$ cat src/uer_pkg.sv
`default_nettype none
// ----------------------------------------------------------------------------
// uer_pkg
// Shared widths, register indexes, reset values and types of the echo ranger.
// ----------------------------------------------------------------------------
package uer_pkg;

  localparam int unsigned CNT_W   = 18;
  localparam int unsigned DIST_W  = 10;
  localparam int unsigned DIGIT_W = 4;
  localparam int unsigned IDX_W   = 3;
  localparam int unsigned SUB_W   = 6;
  localparam int unsigned IN_TDATA_W  = 8;
  localparam int unsigned OUT_TDATA_W = 32;

  // one centimetre of range is 58 ticks of echo
  localparam int unsigned TICKS_PER_CM = 58;
  localparam logic [DIST_W-1:0]  MAX_CM   = 10'd999;
  localparam logic [DIGIT_W-1:0] MAX_DIGIT = 4'd9;

  // register indexes
  localparam logic [IDX_W-1:0] REG_TRIG_LOW  = 3'd0;
  localparam logic [IDX_W-1:0] REG_TRIG_HIGH = 3'd1;
  localparam logic [IDX_W-1:0] REG_WAIT_LIM  = 3'd2;
  localparam logic [IDX_W-1:0] REG_HIGH_LIM  = 3'd3;
  localparam logic [IDX_W-1:0] REG_GAP       = 3'd4;
  localparam logic [IDX_W-1:0] REG_THRESHOLD = 3'd5;

  localparam logic [CNT_W-1:0]  RST_TRIG_LOW  = 18'd1000;
  localparam logic [CNT_W-1:0]  RST_TRIG_HIGH = 18'd1000;
  localparam logic [CNT_W-1:0]  RST_WAIT_LIM  = 18'd50000;
  localparam logic [CNT_W-1:0]  RST_HIGH_LIM  = 18'd50000;
  localparam logic [CNT_W-1:0]  RST_GAP       = 18'd200000;
  localparam logic [DIST_W-1:0] RST_THRESHOLD = 10'd20;

  typedef struct packed {
    logic [CNT_W-1:0]  trig_low;
    logic [CNT_W-1:0]  trig_high;
    logic [CNT_W-1:0]  wait_limit;
    logic [CNT_W-1:0]  high_limit;
    logic [CNT_W-1:0]  gap;
    logic [DIST_W-1:0] threshold;
  } cfg_t;

  typedef struct packed {
    logic               trigger;
    logic               done_res;
    logic [DIST_W-1:0]  distance_cm;
    logic               timed_out;
    logic [DIGIT_W-1:0] hundreds_digit;
    logic [DIGIT_W-1:0] tens_digit;
    logic [DIGIT_W-1:0] ones_digit;
  } result_t;

endpackage
`default_nettype wire

$ cat src/uer_cfg.sv
`default_nettype none
// ----------------------------------------------------------------------------
// uer_cfg
// Configuration register file, written through a plain write port.
// ----------------------------------------------------------------------------
module uer_cfg (
  input  wire logic                        clk,
  input  wire logic                        rst,
  input  wire logic                        cfg_wen,
  input  wire logic [uer_pkg::IDX_W-1:0]   cfg_index,
  input  wire logic [uer_pkg::CNT_W-1:0]   cfg_data,
  output uer_pkg::cfg_t                    cfg
);

  always_ff @(posedge clk) begin
    if (rst) begin
      cfg.trig_low   <= uer_pkg::RST_TRIG_LOW;
      cfg.trig_high  <= uer_pkg::RST_TRIG_HIGH;
      cfg.wait_limit <= uer_pkg::RST_WAIT_LIM;
      cfg.high_limit <= uer_pkg::RST_HIGH_LIM;
      cfg.gap        <= uer_pkg::RST_GAP;
      cfg.threshold  <= uer_pkg::RST_THRESHOLD;
    end else if (cfg_wen) begin
      unique case (cfg_index)
        uer_pkg::REG_TRIG_LOW:  cfg.trig_low   <= cfg_data;
        uer_pkg::REG_TRIG_HIGH: cfg.trig_high  <= cfg_data;
        uer_pkg::REG_WAIT_LIM:  cfg.wait_limit <= cfg_data;
        uer_pkg::REG_HIGH_LIM:  cfg.high_limit <= cfg_data;
        uer_pkg::REG_GAP:       cfg.gap        <= cfg_data;
        uer_pkg::REG_THRESHOLD: cfg.threshold  <= cfg_data[uer_pkg::DIST_W-1:0];
        default: ;
      endcase
    end
  end

endmodule
`default_nettype wire

$ cat src/uer_seq.sv
`default_nettype none
// ----------------------------------------------------------------------------
// uer_seq
// Phase sequencer: trigger timing, echo wait, echo width count and report.
// ----------------------------------------------------------------------------
module uer_seq (
  input  wire logic     clk,
  input  wire logic     rst,
  input  wire logic     step,
  input  wire logic     echo,
  input  wire uer_pkg::cfg_t cfg,
  output uer_pkg::result_t res
);

  localparam int unsigned PH_W = 3;
  localparam logic [PH_W-1:0] PH_TRIG_LOW  = 3'd0;
  localparam logic [PH_W-1:0] PH_TRIG_HIGH = 3'd1;
  localparam logic [PH_W-1:0] PH_WAIT      = 3'd2;
  localparam logic [PH_W-1:0] PH_MEASURE   = 3'd3;
  localparam logic [PH_W-1:0] PH_GAP       = 3'd4;

  localparam logic [uer_pkg::SUB_W-1:0] SUB_LAST =
    uer_pkg::SUB_W'(uer_pkg::TICKS_PER_CM - 1);

  logic [PH_W-1:0]             phase, phase_next;
  logic [uer_pkg::CNT_W-1:0]   phase_count, phase_count_next;
  logic [uer_pkg::CNT_W-1:0]   high_count, high_count_next;
  // running quotient of the echo width: ticks within the current cm, then cm
  logic [uer_pkg::SUB_W-1:0]   sub_count, sub_count_next;
  logic [uer_pkg::DIST_W-1:0]  cm, cm_next;
  logic [uer_pkg::DIGIT_W-1:0] cm_h, cm_h_next, cm_t, cm_t_next, cm_o, cm_o_next;
  logic [uer_pkg::DIST_W-1:0]  last_dist, last_dist_next;
  logic [uer_pkg::DIGIT_W-1:0] last_h, last_h_next, last_t, last_t_next;
  logic [uer_pkg::DIGIT_W-1:0] last_o, last_o_next;
  logic                        last_timeout, last_timeout_next;

  logic [uer_pkg::CNT_W-1:0]   pc_inc, hc_inc;
  logic [uer_pkg::DIST_W-1:0]  cm_inc;
  logic [uer_pkg::DIGIT_W-1:0] cm_h_inc, cm_t_inc, cm_o_inc;
  logic [PH_W-1:0]             after_report;
  logic                        trig, done;

  assign pc_inc = phase_count + 1'b1;
  assign hc_inc = high_count + 1'b1;
  assign after_report = (cfg.gap == '0) ? PH_TRIG_LOW : PH_GAP;

  // saturating binary and decimal increment of the centimetre count
  always_comb begin
    cm_inc   = cm;
    cm_h_inc = cm_h;
    cm_t_inc = cm_t;
    cm_o_inc = cm_o;
    if (cm != uer_pkg::MAX_CM) begin
      cm_inc = cm + 1'b1;
      if (cm_o == uer_pkg::MAX_DIGIT) begin
        cm_o_inc = '0;
        if (cm_t == uer_pkg::MAX_DIGIT) begin
          cm_t_inc = '0;
          cm_h_inc = cm_h + 1'b1;
        end else begin
          cm_t_inc = cm_t + 1'b1;
        end
      end else begin
        cm_o_inc = cm_o + 1'b1;
      end
    end
  end

  always_comb begin
    phase_next        = phase;
    phase_count_next  = phase_count;
    high_count_next   = high_count;
    sub_count_next    = sub_count;
    cm_next           = cm;
    cm_h_next         = cm_h;
    cm_t_next         = cm_t;
    cm_o_next         = cm_o;
    last_dist_next    = last_dist;
    last_h_next       = last_h;
    last_t_next       = last_t;
    last_o_next       = last_o;
    last_timeout_next = last_timeout;
    trig              = 1'b0;
    done              = 1'b0;
    unique case (phase)
      PH_TRIG_LOW: begin
        phase_count_next = pc_inc;
        if (pc_inc >= cfg.trig_low) begin
          phase_next       = PH_TRIG_HIGH;
          phase_count_next = '0;
        end
      end
      PH_TRIG_HIGH: begin
        trig             = 1'b1;
        phase_count_next = pc_inc;
        if (pc_inc >= cfg.trig_high) begin
          phase_next       = PH_WAIT;
          phase_count_next = '0;
        end
      end
      PH_WAIT: begin
        if (echo) begin
          // rising tick is not counted
          phase_next       = PH_MEASURE;
          phase_count_next = '0;
          high_count_next  = '0;
          sub_count_next   = '0;
          cm_next          = '0;
          cm_h_next        = '0;
          cm_t_next        = '0;
          cm_o_next        = '0;
        end else begin
          phase_count_next = pc_inc;
          if (pc_inc >= cfg.wait_limit) begin
            done              = 1'b1;
            last_dist_next    = uer_pkg::MAX_CM;
            last_h_next       = uer_pkg::MAX_DIGIT;
            last_t_next       = uer_pkg::MAX_DIGIT;
            last_o_next       = uer_pkg::MAX_DIGIT;
            last_timeout_next = 1'b1;
            phase_next        = after_report;
            phase_count_next  = '0;
          end
        end
      end
      PH_MEASURE: begin
        if (echo) begin
          high_count_next = hc_inc;
          if (sub_count == SUB_LAST) begin
            sub_count_next = '0;
            cm_next        = cm_inc;
            cm_h_next      = cm_h_inc;
            cm_t_next      = cm_t_inc;
            cm_o_next      = cm_o_inc;
          end else begin
            sub_count_next = sub_count + 1'b1;
          end
          if (hc_inc >= cfg.high_limit) begin
            done              = 1'b1;
            last_dist_next    = cm_next;
            last_h_next       = cm_h_next;
            last_t_next       = cm_t_next;
            last_o_next       = cm_o_next;
            last_timeout_next = 1'b0;
            phase_next        = after_report;
            phase_count_next  = '0;
          end
        end else begin
          done              = 1'b1;
          last_dist_next    = cm;
          last_h_next       = cm_h;
          last_t_next       = cm_t;
          last_o_next       = cm_o;
          last_timeout_next = 1'b0;
          phase_next        = after_report;
          phase_count_next  = '0;
        end
      end
      default: begin
        phase_count_next = pc_inc;
        if (pc_inc >= cfg.gap) begin
          phase_next       = PH_TRIG_LOW;
          phase_count_next = '0;
        end
      end
    endcase
  end

  always_ff @(posedge clk) begin
    if (rst) begin
      phase        <= PH_TRIG_LOW;
      phase_count  <= '0;
      high_count   <= '0;
      sub_count    <= '0;
      cm           <= '0;
      cm_h         <= '0;
      cm_t         <= '0;
      cm_o         <= '0;
      last_dist    <= '0;
      last_h       <= '0;
      last_t       <= '0;
      last_o       <= '0;
      last_timeout <= 1'b0;
    end else if (step) begin
      phase        <= phase_next;
      phase_count  <= phase_count_next;
      high_count   <= high_count_next;
      sub_count    <= sub_count_next;
      cm           <= cm_next;
      cm_h         <= cm_h_next;
      cm_t         <= cm_t_next;
      cm_o         <= cm_o_next;
      last_dist    <= last_dist_next;
      last_h       <= last_h_next;
      last_t       <= last_t_next;
      last_o       <= last_o_next;
      last_timeout <= last_timeout_next;
    end
  end

  // result of this tick, seen after the state update
  always_comb begin
    res.trigger        = trig;
    res.done_res       = done;
    res.distance_cm    = last_dist_next;
    res.timed_out      = last_timeout_next;
    res.hundreds_digit = last_h_next;
    res.tens_digit     = last_t_next;
    res.ones_digit     = last_o_next;
  end

endmodule
`default_nettype wire

$ cat src/uer_out.sv
`default_nettype none
// ----------------------------------------------------------------------------
// uer_out
// Result register: obstacle compare, packing and the master-side handshake.
// ----------------------------------------------------------------------------
module uer_out (
  input  wire logic                              clk,
  input  wire logic                              rst,
  input  wire logic                              load,
  input  wire uer_pkg::result_t                  res,
  input  wire logic [uer_pkg::DIST_W-1:0]        threshold,
  output logic                                   m_tvalid,
  input  wire logic                              m_tready,
  output logic [uer_pkg::OUT_TDATA_W-1:0]        m_tdata,
  output logic                                   room
);

  localparam int unsigned USED_W = 2 + uer_pkg::DIST_W + 2 + 3 * uer_pkg::DIGIT_W;

  logic obstacle;

  assign obstacle = res.distance_cm < threshold;
  assign room     = !m_tvalid || m_tready;

  always_ff @(posedge clk) begin
    if (rst) begin
      m_tvalid <= 1'b0;
    end else if (load) begin
      m_tvalid <= 1'b1;
    end else if (m_tready) begin
      m_tvalid <= 1'b0;
    end
  end

  always_ff @(posedge clk) begin
    if (load) begin
      m_tdata <= {{(uer_pkg::OUT_TDATA_W - USED_W){1'b0}},
                  res.ones_digit, res.tens_digit, res.hundreds_digit,
                  res.timed_out, obstacle, res.distance_cm,
                  res.done_res, res.trigger};
    end
  end

endmodule
`default_nettype wire

$ cat src/ultrasonic_echo_ranger.sv
`default_nettype none
// ----------------------------------------------------------------------------
// ultrasonic_echo_ranger
// Trigger/echo ranging sequencer for an HC-SR04 style sensor, one item a tick.
// ----------------------------------------------------------------------------
// Feed one input item per 1 us tick carrying the sampled echo level; every
// item yields exactly one result item carrying the trigger level to drive,
// the report strobe and the last distance in cm with its decimal digits,
// obstacle and timeout flags. The sequencer updates its phase and counters
// in a single step and the result lands in one output register, so a new
// item is taken every cycle while results are drained. The echo width is
// turned into centimetres by a running count of 58 ticks per cm in binary
// and decimal, so no divider sits in the path. Write the configuration
// registers only while no item is in flight.
module ultrasonic_echo_ranger (
  input  wire logic                             clk,
  input  wire logic                             rst,
  input  wire logic                             s_tvalid,
  output logic                                  s_tready,
  // [0] echo, [7:1] zero
  input  wire logic [uer_pkg::IN_TDATA_W-1:0]   s_tdata,
  output logic                                  m_tvalid,
  input  wire logic                             m_tready,
  // [0] trigger, [1] done_res, [11:2] distance_cm, [12] obstacle,
  // [13] timed_out, [17:14] hundreds_digit, [21:18] tens_digit,
  // [25:22] ones_digit, [31:26] zero
  output logic [uer_pkg::OUT_TDATA_W-1:0]       m_tdata,
  input  wire logic                             cfg_wen,
  input  wire logic [uer_pkg::IDX_W-1:0]        cfg_index,
  input  wire logic [uer_pkg::CNT_W-1:0]        cfg_data
);

  uer_pkg::cfg_t    cfg;
  uer_pkg::result_t res;
  logic             step;
  logic             room;

  assign s_tready = room;
  assign step     = s_tvalid && room;

  uer_cfg u_cfg (
    .clk       (clk),
    .rst       (rst),
    .cfg_wen   (cfg_wen),
    .cfg_index (cfg_index),
    .cfg_data  (cfg_data),
    .cfg       (cfg)
  );

  uer_seq u_seq (
    .clk  (clk),
    .rst  (rst),
    .step (step),
    .echo (s_tdata[0]),
    .cfg  (cfg),
    .res  (res)
  );

  uer_out u_out (
    .clk       (clk),
    .rst       (rst),
    .load      (step),
    .res       (res),
    .threshold (cfg.threshold),
    .m_tvalid  (m_tvalid),
    .m_tready  (m_tready),
    .m_tdata   (m_tdata),
    .room      (room)
  );

  // a report never coincides with the trigger pulse
  assert property (@(posedge clk) disable iff (rst)
    m_tvalid && m_tdata[1] |-> !m_tdata[0])
    else $error("report during trigger pulse");

  // a timeout always carries the saturated distance
  assert property (@(posedge clk) disable iff (rst)
    m_tvalid && m_tdata[13] |-> m_tdata[11:2] == uer_pkg::MAX_CM)
    else $error("timeout without saturated distance");

  // decimal digits agree with the binary distance
  assert property (@(posedge clk) disable iff (rst)
    m_tvalid |-> (14'(m_tdata[17:14]) * 14'd100 + 14'(m_tdata[21:18]) * 14'd10
                  + 14'(m_tdata[25:22])) == 14'(m_tdata[11:2]))
    else $error("digits disagree with distance");

  // a new item is taken whenever the result register is free
  assert property (@(posedge clk) disable iff (rst)
    !m_tvalid |-> s_tready)
    else $error("input stalled with empty result register");

endmodule
`default_nettype wire

$ cat config.mk
export PLATFORM = sky130hd
export DESIGN_NAME = ultrasonic_echo_ranger
export DESIGN_NICKNAME = d
export VERILOG_FILES = /design/src/uer_pkg.sv /design/src/uer_cfg.sv /design/src/uer_seq.sv /design/src/uer_out.sv /design/src/ultrasonic_echo_ranger.sv
export SDC_FILE = /design/constraint.sdc
export NUM_CORES = 1
export LEC_CHECK = 0
export BUFFER_PORTS_ARGS = -buffer_cell sky130_fd_sc_hd__buf_2
export CAP_MARGIN = 20
export CORE_UTILIZATION = 63
export CTS_CLUSTER_DIAMETER = 200
export DETAILED_ROUTE_END_ITERATION = 10
export GPL_TIMING_DRIVEN = 0
export PLACE_DENSITY = 0.93
export SKIP_LAST_GASP = 1
export SYNTH_ARGS = -nofsm -noshare
export SYNTH_HDL_FRONTEND = slang
export SYNTH_SLANG_ARGS = --single-unit
$ cat constraint.sdc
create_clock -name clk -period 11.3 [get_ports clk]
set_input_delay 1.695 -clock clk [delete_from_list [all_inputs] [get_ports clk]]
set_output_delay 1.695 -clock clk [all_outputs]
set_load 0.01 [all_outputs]
==> flow_summary_export.csv, run 1 <==
group,metric,value,unit
synthesis,synthFlopType,"dfxtp_1",
floorplanning,die-area,0.0201,mm2
setup_path,cp.required,11.66,ns
timing,min_period,6.42,ns
placement,dp_hpwl,27000,um
floorplanning,dieWidth,142,um
synthesis,async_flop_share,0,
placement,portBuffers,53,
floorplanning,die_y,142,um
power_and_ir_drop,peakVddDrop,0.0000925,V
clock_network,cts_tree,"built",
grt,antenna_found_initial,0,
finish,multi_input_area,0.00685,mm2
grt,track_usage,0.373,
clock_network,clockRootBuffer,"clkbuf_16",
drt,vias,12149,
synthesis,synth_commonest_cells,"nand2_1, dfxtp_1, a21oi_1, inv_1, ha_1",
synthesis,yosys.cell_types.count,79,
finish,syn_to_final_growth,11.7,%
synthesis,synth_top_area_frac,0.311,
drt,first_iter_violations,1451,
grt,grt-ovfl-total,0,
synthesis,syn_area,0.0123,mm2
drt,ant_nets,0,
clock_network,post_cts_buffers,0,
grt,grt_start_max_net_pins,36,
synthesis,ys_warn_count,0,
floorplanning,io_pins,68,
synthesis,yosysMostFrequentCell,"nand2_1",
grt,grt_pass1_wl,58500,um
synthesis,synth_cells,1517,
setup_path,cp-start-kind,"register",
synthesis,avgSynthCellArea,8.10,um2
min_path,hp-class,"reg -> reg",
synthesis,seq_area_frac_synth,0.375,
drt,route.detailed.drc,0,
floorplanning,initial_core_util,0.650,
placement,globalplace.congestion,1.01,
clock_network,cts_inserted_buffers,24,
synthesis,synthTopCellsByArea,"dfxtp_1, ha_1, nand2_1",
timing,fin_worst_skew,0.0191,ns
timing,setup_viol,0,
timing,setup_tns,0,ns
synthesis,ys_ff_latch,217,
finish,layout-drive-gt1-share,0.0815,
clock_network,htree_levels,1,
finish,diodes,0,
power_and_ir_drop,p_leak,5.55,nW
timing,rsz0062_at_grt,"false",
clock_network,clockBufferDepth,3,
power_and_ir_drop,power.total,1.73,mW
synthesis,synth_edf_count,26,
clock_network,path_clk_slew,0.06,ns
finish,regArea,0.00460,mm2
timing,tightest_slew,1.03,ns
clock_network,clock_sinks,217,
setup_path,critical_path_class,"reg -> reg",
clock_network,cts_resized,0,
drt,via_per_inst,6.47,
run,maxCapViolCount,0,
timing,slew_headroom,0.305,
finish,fillers,1399,
timing,slew_violations,0,
timing,finalHoldViolations,0,
power_and_ir_drop,power_density,126,mW/mm2
timing,fin_crit_sh,0.568,
timing,fmax,156,MHz
clock_network,clk_latency,0.53,ns
setup_path,crit_path_end_kind,"register",
floorplanning,rows,50,
synthesis,yosysTopAreaCell,"dfxtp_1",
drt,wl,37500,um
finish,nets,1744,
grt,grt_pass1_vias,11334,
setup_path,cp.arrival,6.78,ns
floorplanning,coreArea,0.0189,mm2
outcome,status,"finished, final reports clean",
clock_network,cts_hold_buf,0,
drt,dr.pass1.iters,7,
drt,routedWlPerCell,19.9,um
setup_path,critical_path_peak_fanout,10,
==> worst paths after layout <==
kind	startpoint	endpoint	slack [ns]	depth (start not counted)
max	u_seq.phase_count[0]	u_out.m_tdata[12]	4.88	23
min	u_cfg.cfg[48]	u_cfg.cfg[48]	0.45	2
max reg2reg	u_seq.phase_count[0]	u_out.m_tdata[12]	4.88	23
min reg2reg	u_cfg.cfg[48]	u_cfg.cfg[48]	0.45	2
==> kinds of logic after synthesis <==
logic type / Yosys count / synth area share
other cells: 1 / 0.000305
mux: 13 / 0.0109
flops: 217 / 0.375
simple gates: 529 / 0.196
fa+ha+maj: 109 / 0.111
xor+xnor: 38 / 0.0271
compound gates: 397 / 0.211
buf+inv: 213 / 0.0685
==> layer usage <==
layer	track usage	vias up	part of all wire
li1	-	5527	-
met1	0.490	5635	0.39
met2	0.586	828	0.43
met3	0.0918	159	0.14
met4	0.158	0	0.040
met5	0	-	0
==> state kept, by name, summed over array words and instances, names as in the netlist, 6 cells and up <==
register           flops
u_cfg.cfg            100
u_seq.phase_count     18
u_seq.sub_count        6
u_seq.last_dist       10
u_seq.cm              10
u_out.m_tdata         26
u_seq.high_count      18
==> cell usage in the layout (no fill, tap or decap), drive strengths merged, types with 4 or more instances in the layout <==
cell type  instances
o211ai            35
a32oi              6
a211oi            12
and2               6
nor2b              9
xnor2             23
and3              20
clkbuf            98
a21oi            142
o2bb2ai            4
nor2              99
o31ai              8
nand4             26
or2                6
a22oi             20
o22ai              7
nand3             46
inv              124
a31oi              8
dfxtp            191
nor3              28
o21a               8
conb               6
mux2i             10
clkinv            13
a22o               7
xor2              15
nor4              10
ha               109
nand2            254
edfxtp            26
nand2b             6
a21o              15
a32o              15
o21ai             66
and4               6
buf               70
a221oi             8
==> power by group <==
group          internal, mW  switching [mW]
clock network         0.480           0.339
registers             0.795         0.00719
logic                0.0320          0.0777
total                  1.31           0.424
==> area by class of cell <==
| cell class | count | area share |
|---|---|---|
| Sequential cell | 217 | 0.336 |
| Tap cell | 260 | 0.0237 |
| Inverter | 124 | 0.0339 |
| Timing Repair Buffer | 53 | 0.0193 |
| Buffer | 89 | 0.0274 |
| Clock buffer | 26 | 0.0466 |
| Clock inverter | 18 | 0.0134 |
| Multi-Input combinational cell | 1092 | 0.500 |
==> through the flow <==
step	hold slack, ns	area [um2]	setup slack (ns)	utilization	instances
detailed placement	0.447	12900	5.12	0.682	1835
floorplan	0.436	12300	6.30	-	1522
finish	0.453	13700	4.88	0.726	1879
CTS	0.456	13700	5.08	0.726	1879
global placement	0.443	12900	5.21	0.682	1835
global route	0.471	13700	4.46	0.726	1879
==> worst max-delay path: stages (launching register included) <==
cell and delay (ns):
dfxtp_1 0.59, and3_1 0.26, and3_1 0.15, clkbuf_1 0.27, and3_1 0.25, nand3_1 0.10
xnor2_1 0.66, ha_1 0.40, a2111o_1 0.42, o22ai_1 0.17, o311a_1 0.41, nor2_1 0.14
o21ai_0 0.24, clkbuf_1 0.43, a21o_1 0.23, ha_1 0.26, a21o_1 0.16, a21o_1 0.16
a21oi_1 0.16, o21ai_0 0.11, a21o_1 0.18, a21oi_1 0.19, nand3b_1 0.10, o21ai_0 0.17
Note: power is estimated with default switching activity, not from simulation.
==> run 2, diff against run 1 <==
--- a/config.mk
+++ b/config.mk
@@ -5,13 +5,14 @@
 export SDC_FILE = /design/constraint.sdc
 export NUM_CORES = 1
 export LEC_CHECK = 0
+export ABC_AREA = 1
 export BUFFER_PORTS_ARGS = -buffer_cell sky130_fd_sc_hd__buf_2
 export CAP_MARGIN = 20
-export CORE_UTILIZATION = 63
+export CORE_UTILIZATION = 62
 export CTS_CLUSTER_DIAMETER = 200
 export DETAILED_ROUTE_END_ITERATION = 10
 export GPL_TIMING_DRIVEN = 0
-export PLACE_DENSITY = 0.93
+export PLACE_DENSITY = 0.92
 export SKIP_LAST_GASP = 1
 export SYNTH_ARGS = -nofsm -noshare
 export SYNTH_HDL_FRONTEND = slang
==> constraint.sdc (replaced) <==
create_clock -name clk -period 6.5 [get_ports clk]
set_input_delay 0.975 -clock clk [delete_from_list [all_inputs] [get_ports clk]]
set_output_delay 0.975 -clock clk [all_outputs]
set_load 0.01 [all_outputs]
==> flow_summary_export.csv, run 2 <==
group,metric,value,unit
synthesis,yosysTopAreaCell,"dfxtp_1",
setup_path,cp-start-kind,"register",
setup_path,cp.required,6.88,ns
setup_path,cp.arrival,5.91,ns
drt,dr_wl_met2,15900,um
synthesis,ys_ff_latch,217,
drt,wl_met3,4090,um
min_path,min_to,"u_cfg.cfg[78]",
floorplanning,die-area,0.0209,mm2
grt,track_usage,0.351,
drt,via_per_inst,5.88,
timing,setup_viol,0,
setup_path,critical_path_class,"reg -> reg",
min_path,hold_start,"u_cfg.cfg[78]",
timing,tightest_slew,0.915,ns
setup_path,rr_endpoint,"u_out.m_tdata[12]",
drt,routedWlPerCell,17.3,um
finish,top_register,"u_cfg.cfg",
clock_network,cts_inserted_buffers,24,
synthesis,seq_area_frac_synth,0.365,
drt,highest-signal-layer,"met4",
setup_path,reg2reg_from,"u_seq.phase_count[0]",
setup_path,ff2ff_setup_slack,0.97,ns
power_and_ir_drop,power_density,242,mW/mm2
setup_path,critical_path_peak_fanout,9,
run,maxCapViolCount,0,
synthesis,synth_commonest_cells,"nand2_1, inv_1, a21oi_1, dfxtp_1",
clock_network,htree_levels,1,
synthesis,yosysMostFrequentCell,"nand2_1",
outcome,status,"finished, final reports clean",
placement,globalplace.congestion,1.00,
synthesis,synthTopCellsByArea,"dfxtp_1, ha_1, nand2_1",
synthesis,synth_cells,1717,
timing,slew_violations,0,
grt,antenna_found_initial,0,
clock_network,clock_sinks,217,
timing,finalHoldViolations,0,
drt,dr.pass1.iters,8,
synthesis,synth_top_area_frac,0.303,
timing,slew_headroom,0.388,
clock_network,clk_latency,0.53,ns
drt,ant_nets,0,
synthesis,synth_edf_count,26,
grt,grt-ovfl-total,0,
min_path,hp-class,"reg -> reg",
drt,first_iter_violations,1410,
clock_network,post_cts_buffers,0,
finish,fin_area,0.0141,mm2
grt,grt_start_max_net_pins,36,
timing,fin_worst_skew,0.0112,ns
finish,layout-drive-gt1-share,0.0935,
setup_path,crit_path_end_kind,"register",
grt,grt_pass1_vias,11242,
synthesis,synthFlopType,"dfxtp_1",
placement,portBuffers,53,
floorplanning,initial_core_util,0.639,
power_and_ir_drop,p_leak,6.40,nW
floorplanning,rows,51,
timing,fin_crit_sh,0.851,
synthesis,avgSynthCellArea,7.34,um2
drt,routedLengthMet1,14300,um
finish,reg_top3,"u_cfg.cfg x100, u_out.m_tdata x26",
drt,route.detailed.drc,0,
clock_network,cts_tree,"built",
setup_path,reg2reg_depth,25,
floorplanning,io_pins,68,
drt,vias,12256,
synthesis,syn_area,0.0126,mm2
finish,layout_commonest_cell,"nand2_1",
clock_network,path_clk_slew,0.06,ns
clock_network,clockRootBuffer,"clkbuf_16",
timing,fmax,181,MHz
floorplanning,coreArea,0.0197,mm2
min_path,holdPathStages,2,
finish,nets,1944,
synthesis,async_flop_share,0,
clock_network,cts_resized,0,
finish,largest_register_ffs,100,
drt,wl,36000,um
timing,rsz0062_at_grt,"false",
clock_network,cts_hold_buf,0,
synthesis,ys_warn_count,0,
timing,min_period,5.53,ns
placement,dp_hpwl,25800,um
clock_network,clockBufferDepth,3,
placement,placed_area,0.0132,mm2
finish,diodes,0,
timing,setup_tns,0,ns
finish,syn_to_final_growth,11.6,%
floorplanning,die_y,145,um
floorplanning,dieWidth,145,um
power_and_ir_drop,peakVddDrop,0.000185,V
grt,grt_pass1_wl,56900,um
finish,layout.cells.most_common_list,"nand2_1, inv_1, a21oi_1, dfxtp_1",
synthesis,yosys.cell_types.count,55,
finish,final_util,0.714,
finish,fillers,1479,
run 2: cell count changes after synthesis, sizes merged, moves of 15 or more:
cell | previous run | this run
o21ai | 66 | 136
a22oi | 20 | 4
a21oi | 142 | 212
clkbuf | 72 | 50
nand3 | 46 | 79
inv | 122 | 260
a32o | 15 | 0
and3 | 20 | 1
nor2 | 99 | 140
nand2 | 254 | 328
run 2: kinds of logic (layout without fill, tap and decap cells):
| kind of cell | after synthesis | in the layout | share of synthesized area |
|---|---|---|---|
| buffers and inverters | 333 | 430 | 0.104 |
| adder cells (fa/ha/maj) | 109 | 109 | 0.108 |
| AO/OA/AOI/OAI | 415 | 415 | 0.180 |
| other | 1 | 6 | 0.000298 |
| AND/OR/NAND/NOR | 609 | 609 | 0.219 |
| flip-flops | 217 | 217 | 0.365 |
| XOR/XNOR | 33 | 33 | 0.0241 |
run 2: metrics by stage:
step           instances  total power, mW  worst slack (ns)  hold WS, ns
2_1_floorplan       1722             1.79              2.53        0.435
3_5_place_dp        2040             1.93              1.24        0.454
5_1_grt             2084             3.50             0.764        0.488
4_1_cts             2084             3.38              1.21        0.464
3_3_place_gp        2040             1.91              1.38        0.447
6_report            2084             3.40             0.969        0.464
run 2: power breakdown:
group	leakage, nW	switching (mW)	internal [mW]	total [mW]
clock	0.414	0.577	0.895	1.47
sequential	1.81	0.0310	1.42	1.45
combinational	4.17	0.324	0.149	0.473
run 2: final cells by class:
class / instances / area (um2) / share of cell area
Clock buffer: 31 / 678 / 0.0482
Multi-Input combinational cell: 1172 / 6710 / 0.477
Tap cell: 265 / 332 / 0.0236
Inverter: 264 / 993 / 0.0706
Buffer: 69 / 314 / 0.0223
Sequential cell: 217 / 4600 / 0.327
Clock inverter: 13 / 173 / 0.0123
Timing Repair Buffer: 53 / 265 / 0.0189
run 2: how the worst max path moves through the flow:
stage / startpoint / endpoint / depth (start not counted)
2_1_floorplan: u_seq.high_count[0] / u_out.m_tdata[12] / 32
6_report: u_seq.phase_count[0] / u_out.m_tdata[12] / 25
5_1_grt: u_seq.phase_count[0] / u_out.m_tdata[12] / 25
3_5_place_dp: u_seq.phase_count[0] / u_out.m_tdata[12] / 25
4_1_cts: u_seq.phase_count[0] / u_out.m_tdata[12] / 25
3_3_place_gp: u_seq.phase_count[0] / u_out.m_tdata[12] / 26
run 2: worst max-delay path: stages (launching register included):
cell and delay (ns):
dfxtp_1 0.59, inv_1 0.14, nor2_1 0.18, nand3_1 0.15
nor2_2 0.20, inv_1 0.09, nor2_1 0.17, xor2_1 0.71
ha_1 0.39, nand2_1 0.12, nor2_1 0.05, and2_1 0.17
nand3b_1 0.11, nand4_1 0.36, nand2_1 0.40, inv_2 0.17
a21oi_1 0.18, nand3_1 0.10, nand2_1 0.12, inv_1 0.08
ha_1 0.18, a21oi_1 0.16, nor2_1 0.06, a211oi_1 0.19
o221ai_1 0.16, a21oi_1 0.14
run 2: routing by layer:
metal | global-route usage | vias up
li1 | - | 5827
met1 | 0.456 | 5558
met4 | 0.163 | 0
met2 | 0.564 | 720
met3 | 0.0636 | 151
met5 | 0 | -
==> run 3, diff against run 2 <==
--- a/config.mk
+++ b/config.mk
@@ -6,13 +6,13 @@
 export NUM_CORES = 1
 export LEC_CHECK = 0
 export ABC_AREA = 1
-export BUFFER_PORTS_ARGS = -buffer_cell sky130_fd_sc_hd__buf_2
 export CAP_MARGIN = 20
-export CORE_UTILIZATION = 62
+export CORE_UTILIZATION = 63
 export CTS_CLUSTER_DIAMETER = 200
 export DETAILED_ROUTE_END_ITERATION = 10
+export DONT_BUFFER_PORTS = 1
 export GPL_TIMING_DRIVEN = 0
-export PLACE_DENSITY = 0.92
+export PLACE_DENSITY = 0.9
 export SKIP_LAST_GASP = 1
 export SYNTH_ARGS = -nofsm -noshare
 export SYNTH_HDL_FRONTEND = slang
==> flow_summary_export.csv, run 3 (same netlist as run 2, synthesis figures left out) <==
group,metric,value,unit
clock_network,htree_levels,1,
power_and_ir_drop,switching_share,0.266,
clock_network,clockBufferDepth,3,
setup_path,crit_top_cell,"nand2_1",
finish,largest_register_ffs,100,
drt,ant_nets,0,
grt,antenna_found_initial,0,
setup_path,ff2ff_setup_slack,1.04,ns
timing,slew_violations,0,
grt,grt_pass1_vias,11152,
finish,fillers,1582,
placement,globalplace.congestion,1.02,
finish,layout.cells.most_common_list,"nand2_1, inv_1, a21oi_1, dfxtp_1",
timing,finalHoldViolations,0,
floorplanning,die_y,143,um
setup_path,critPathSlowestCell,"xnor2_1",
power_and_ir_drop,power_density,243,mW/mm2
timing,min_period,5.46,ns
setup_path,cp-start-kind,"register",
timing,tightest_slew,0.855,ns
drt,route.detailed.drc,0,
power_and_ir_drop,power.switching,888,uW
grt,grt-ovfl-total,0,
power_and_ir_drop,p_leak,6.17,nW
clock_network,clockRootBuffer,"clkbuf_16",
timing,rsz0062_at_grt,"false",
placement,place_ws,1.28,ns
timing,fin_worst_skew,0.0141,ns
clock_network,cts_hold_buf,0,
drt,dr.pass1.iters,8,
timing,finalWorstSetupSlack,1.04,ns
setup_path,reg2reg_depth,25,
clock_network,path_clk_slew,0.06,ns
power_and_ir_drop,p_comb_frac,0.125,
power_and_ir_drop,pwr-share-clk,0.436,
power_and_ir_drop,peakVddDrop,0.000173,V
setup_path,critPathMaxStageDelay,0.60,ns
drt,via_per_inst,5.87,
min_path,hp-class,"reg -> reg",
outcome,status,"finished, final reports clean",
floorplanning,dieWidth,143,um
setup_path,rr_endpoint,"u_out.m_tdata[12]",
placement,portBuffers,0,
placement,dp_hpwl,26000,um
grt,grt_start_max_net_pins,36,
grt,grt_pass1_wl,56100,um
timing,slew_headroom,0.426,
clock_network,cts_tree,"built",
drt,wl,35500,um
finish,syn_to_final_growth,9.42,%
clock_network,cts_inserted_buffers,23,
setup_path,reg2reg_from,"u_seq.phase_count[0]",
floorplanning,initial_core_util,0.645,
finish,layout_commonest_cell,"nand2_1",
setup_path,crit_path_end_kind,"register",
finish,reg_top3,"u_cfg.cfg x100, u_out.m_tdata x26",
setup_path,critical_path_class,"reg -> reg",
finish,nets,1890,
grt,track_usage,0.352,
setup_path,cp.arrival,5.82,ns
setup_path,critical_path_peak_fanout,9,
clock_network,cts_resized,0,
run,maxCapViolCount,0,
timing,fin_crit_sh,0.839,
floorplanning,rows,51,
floorplanning,die-area,0.0206,mm2
clock_network,post_cts_buffers,0,
drt,routedWlPerCell,17.5,um
power_and_ir_drop,p_seq_frac,0.439,
floorplanning,coreArea,0.0195,mm2
power_and_ir_drop,internal_power,2.46,mW
floorplanning,io_pins,68,
timing,setup_viol,0,
finish,top_register,"u_cfg.cfg",
finish,layout-drive-gt1-share,0.0653,
clock_network,clk_latency,0.52,ns
timing,fmax,183,MHz
setup_path,cp.required,6.86,ns
drt,vias,11902,
setup_path,startpoint,"u_seq.phase_count[0]",
clock_network,clock_sinks,217,
setup_path,crit_end,"u_out.m_tdata[12]",
timing,setup_tns,0,ns
drt,first_iter_violations,1216,
## run 3: stage by stage
stage	util	cells	hold WS (ns)	total power, mW	area, um2
4_1_cts	0.706	2027	0.463	3.34	13800
3_3_place_gp	0.663	1987	0.447	1.88	13000
6_report	0.706	2028	0.461	3.35	13800
5_1_grt	0.706	2027	0.486	3.46	13800
2_1_floorplan	-	1722	0.435	1.79	12600
3_5_place_dp	0.663	1987	0.452	1.90	13000
## run 3: area by class of cell
cell class	instances	area, um2	share of cell area
multi-input combinational	1172	6710	0.487
antenna	1	2.50	0.000181
inverter	264	993	0.0720
clock inverter	11	185	0.0134
buffer	69	314	0.0228
sequential	217	4600	0.334
clock buffer	29	648	0.0470
tap	265	332	0.0240
## run 3: worst max-delay path: cells and delay by family (launching register included)
kind	cells	cell delay (ns)
and+or+nand+nor	14	2.19
adders and majority gates	3	0.93
AOI/OAI and AO/OA	4	0.65
xor gates and xnor gates	1	0.60
DFF	1	0.54
buffers and inverters	3	0.37
## run 3: power by group through the flow
stage	Clock, mW	Combinational (mW)	Sequential, mW
final	1.46	0.418	1.47
after global routing	1.52	0.468	1.47
after CTS	1.46	0.410	1.47
after detailed placement	0	0.403	1.50
after global placement	0	0.384	1.49
after floorplan	0	0.302	1.49
## run 3: worst min path at each step
stage	from	end	depth (start not counted)
6_report	u_cfg.cfg[3]	u_cfg.cfg[3]	2
5_1_grt	u_cfg.cfg[79]	u_cfg.cfg[79]	2
4_1_cts	u_cfg.cfg[3]	u_cfg.cfg[3]	2
3_5_place_dp	u_seq.sub_count[5]	u_seq.sub_count[5]	2
3_3_place_gp	u_cfg.cfg[74]	u_cfg.cfg[74]	2
2_1_floorplan	u_cfg.cfg[1]	u_cfg.cfg[1]	2
## run 3: routing by layer
| metal | track usage | vias up | wire [um] |
|---|---|---|---|
| li1 | - | 5707 | - |
| met1 | 0.445 | 5460 | 14100 |
| met2 | 0.561 | 595 | 15700 |
| met3 | 0.0876 | 140 | 3990 |
| met4 | 0.166 | 0 | 1670 |
| met5 | 0 | - | 0 |
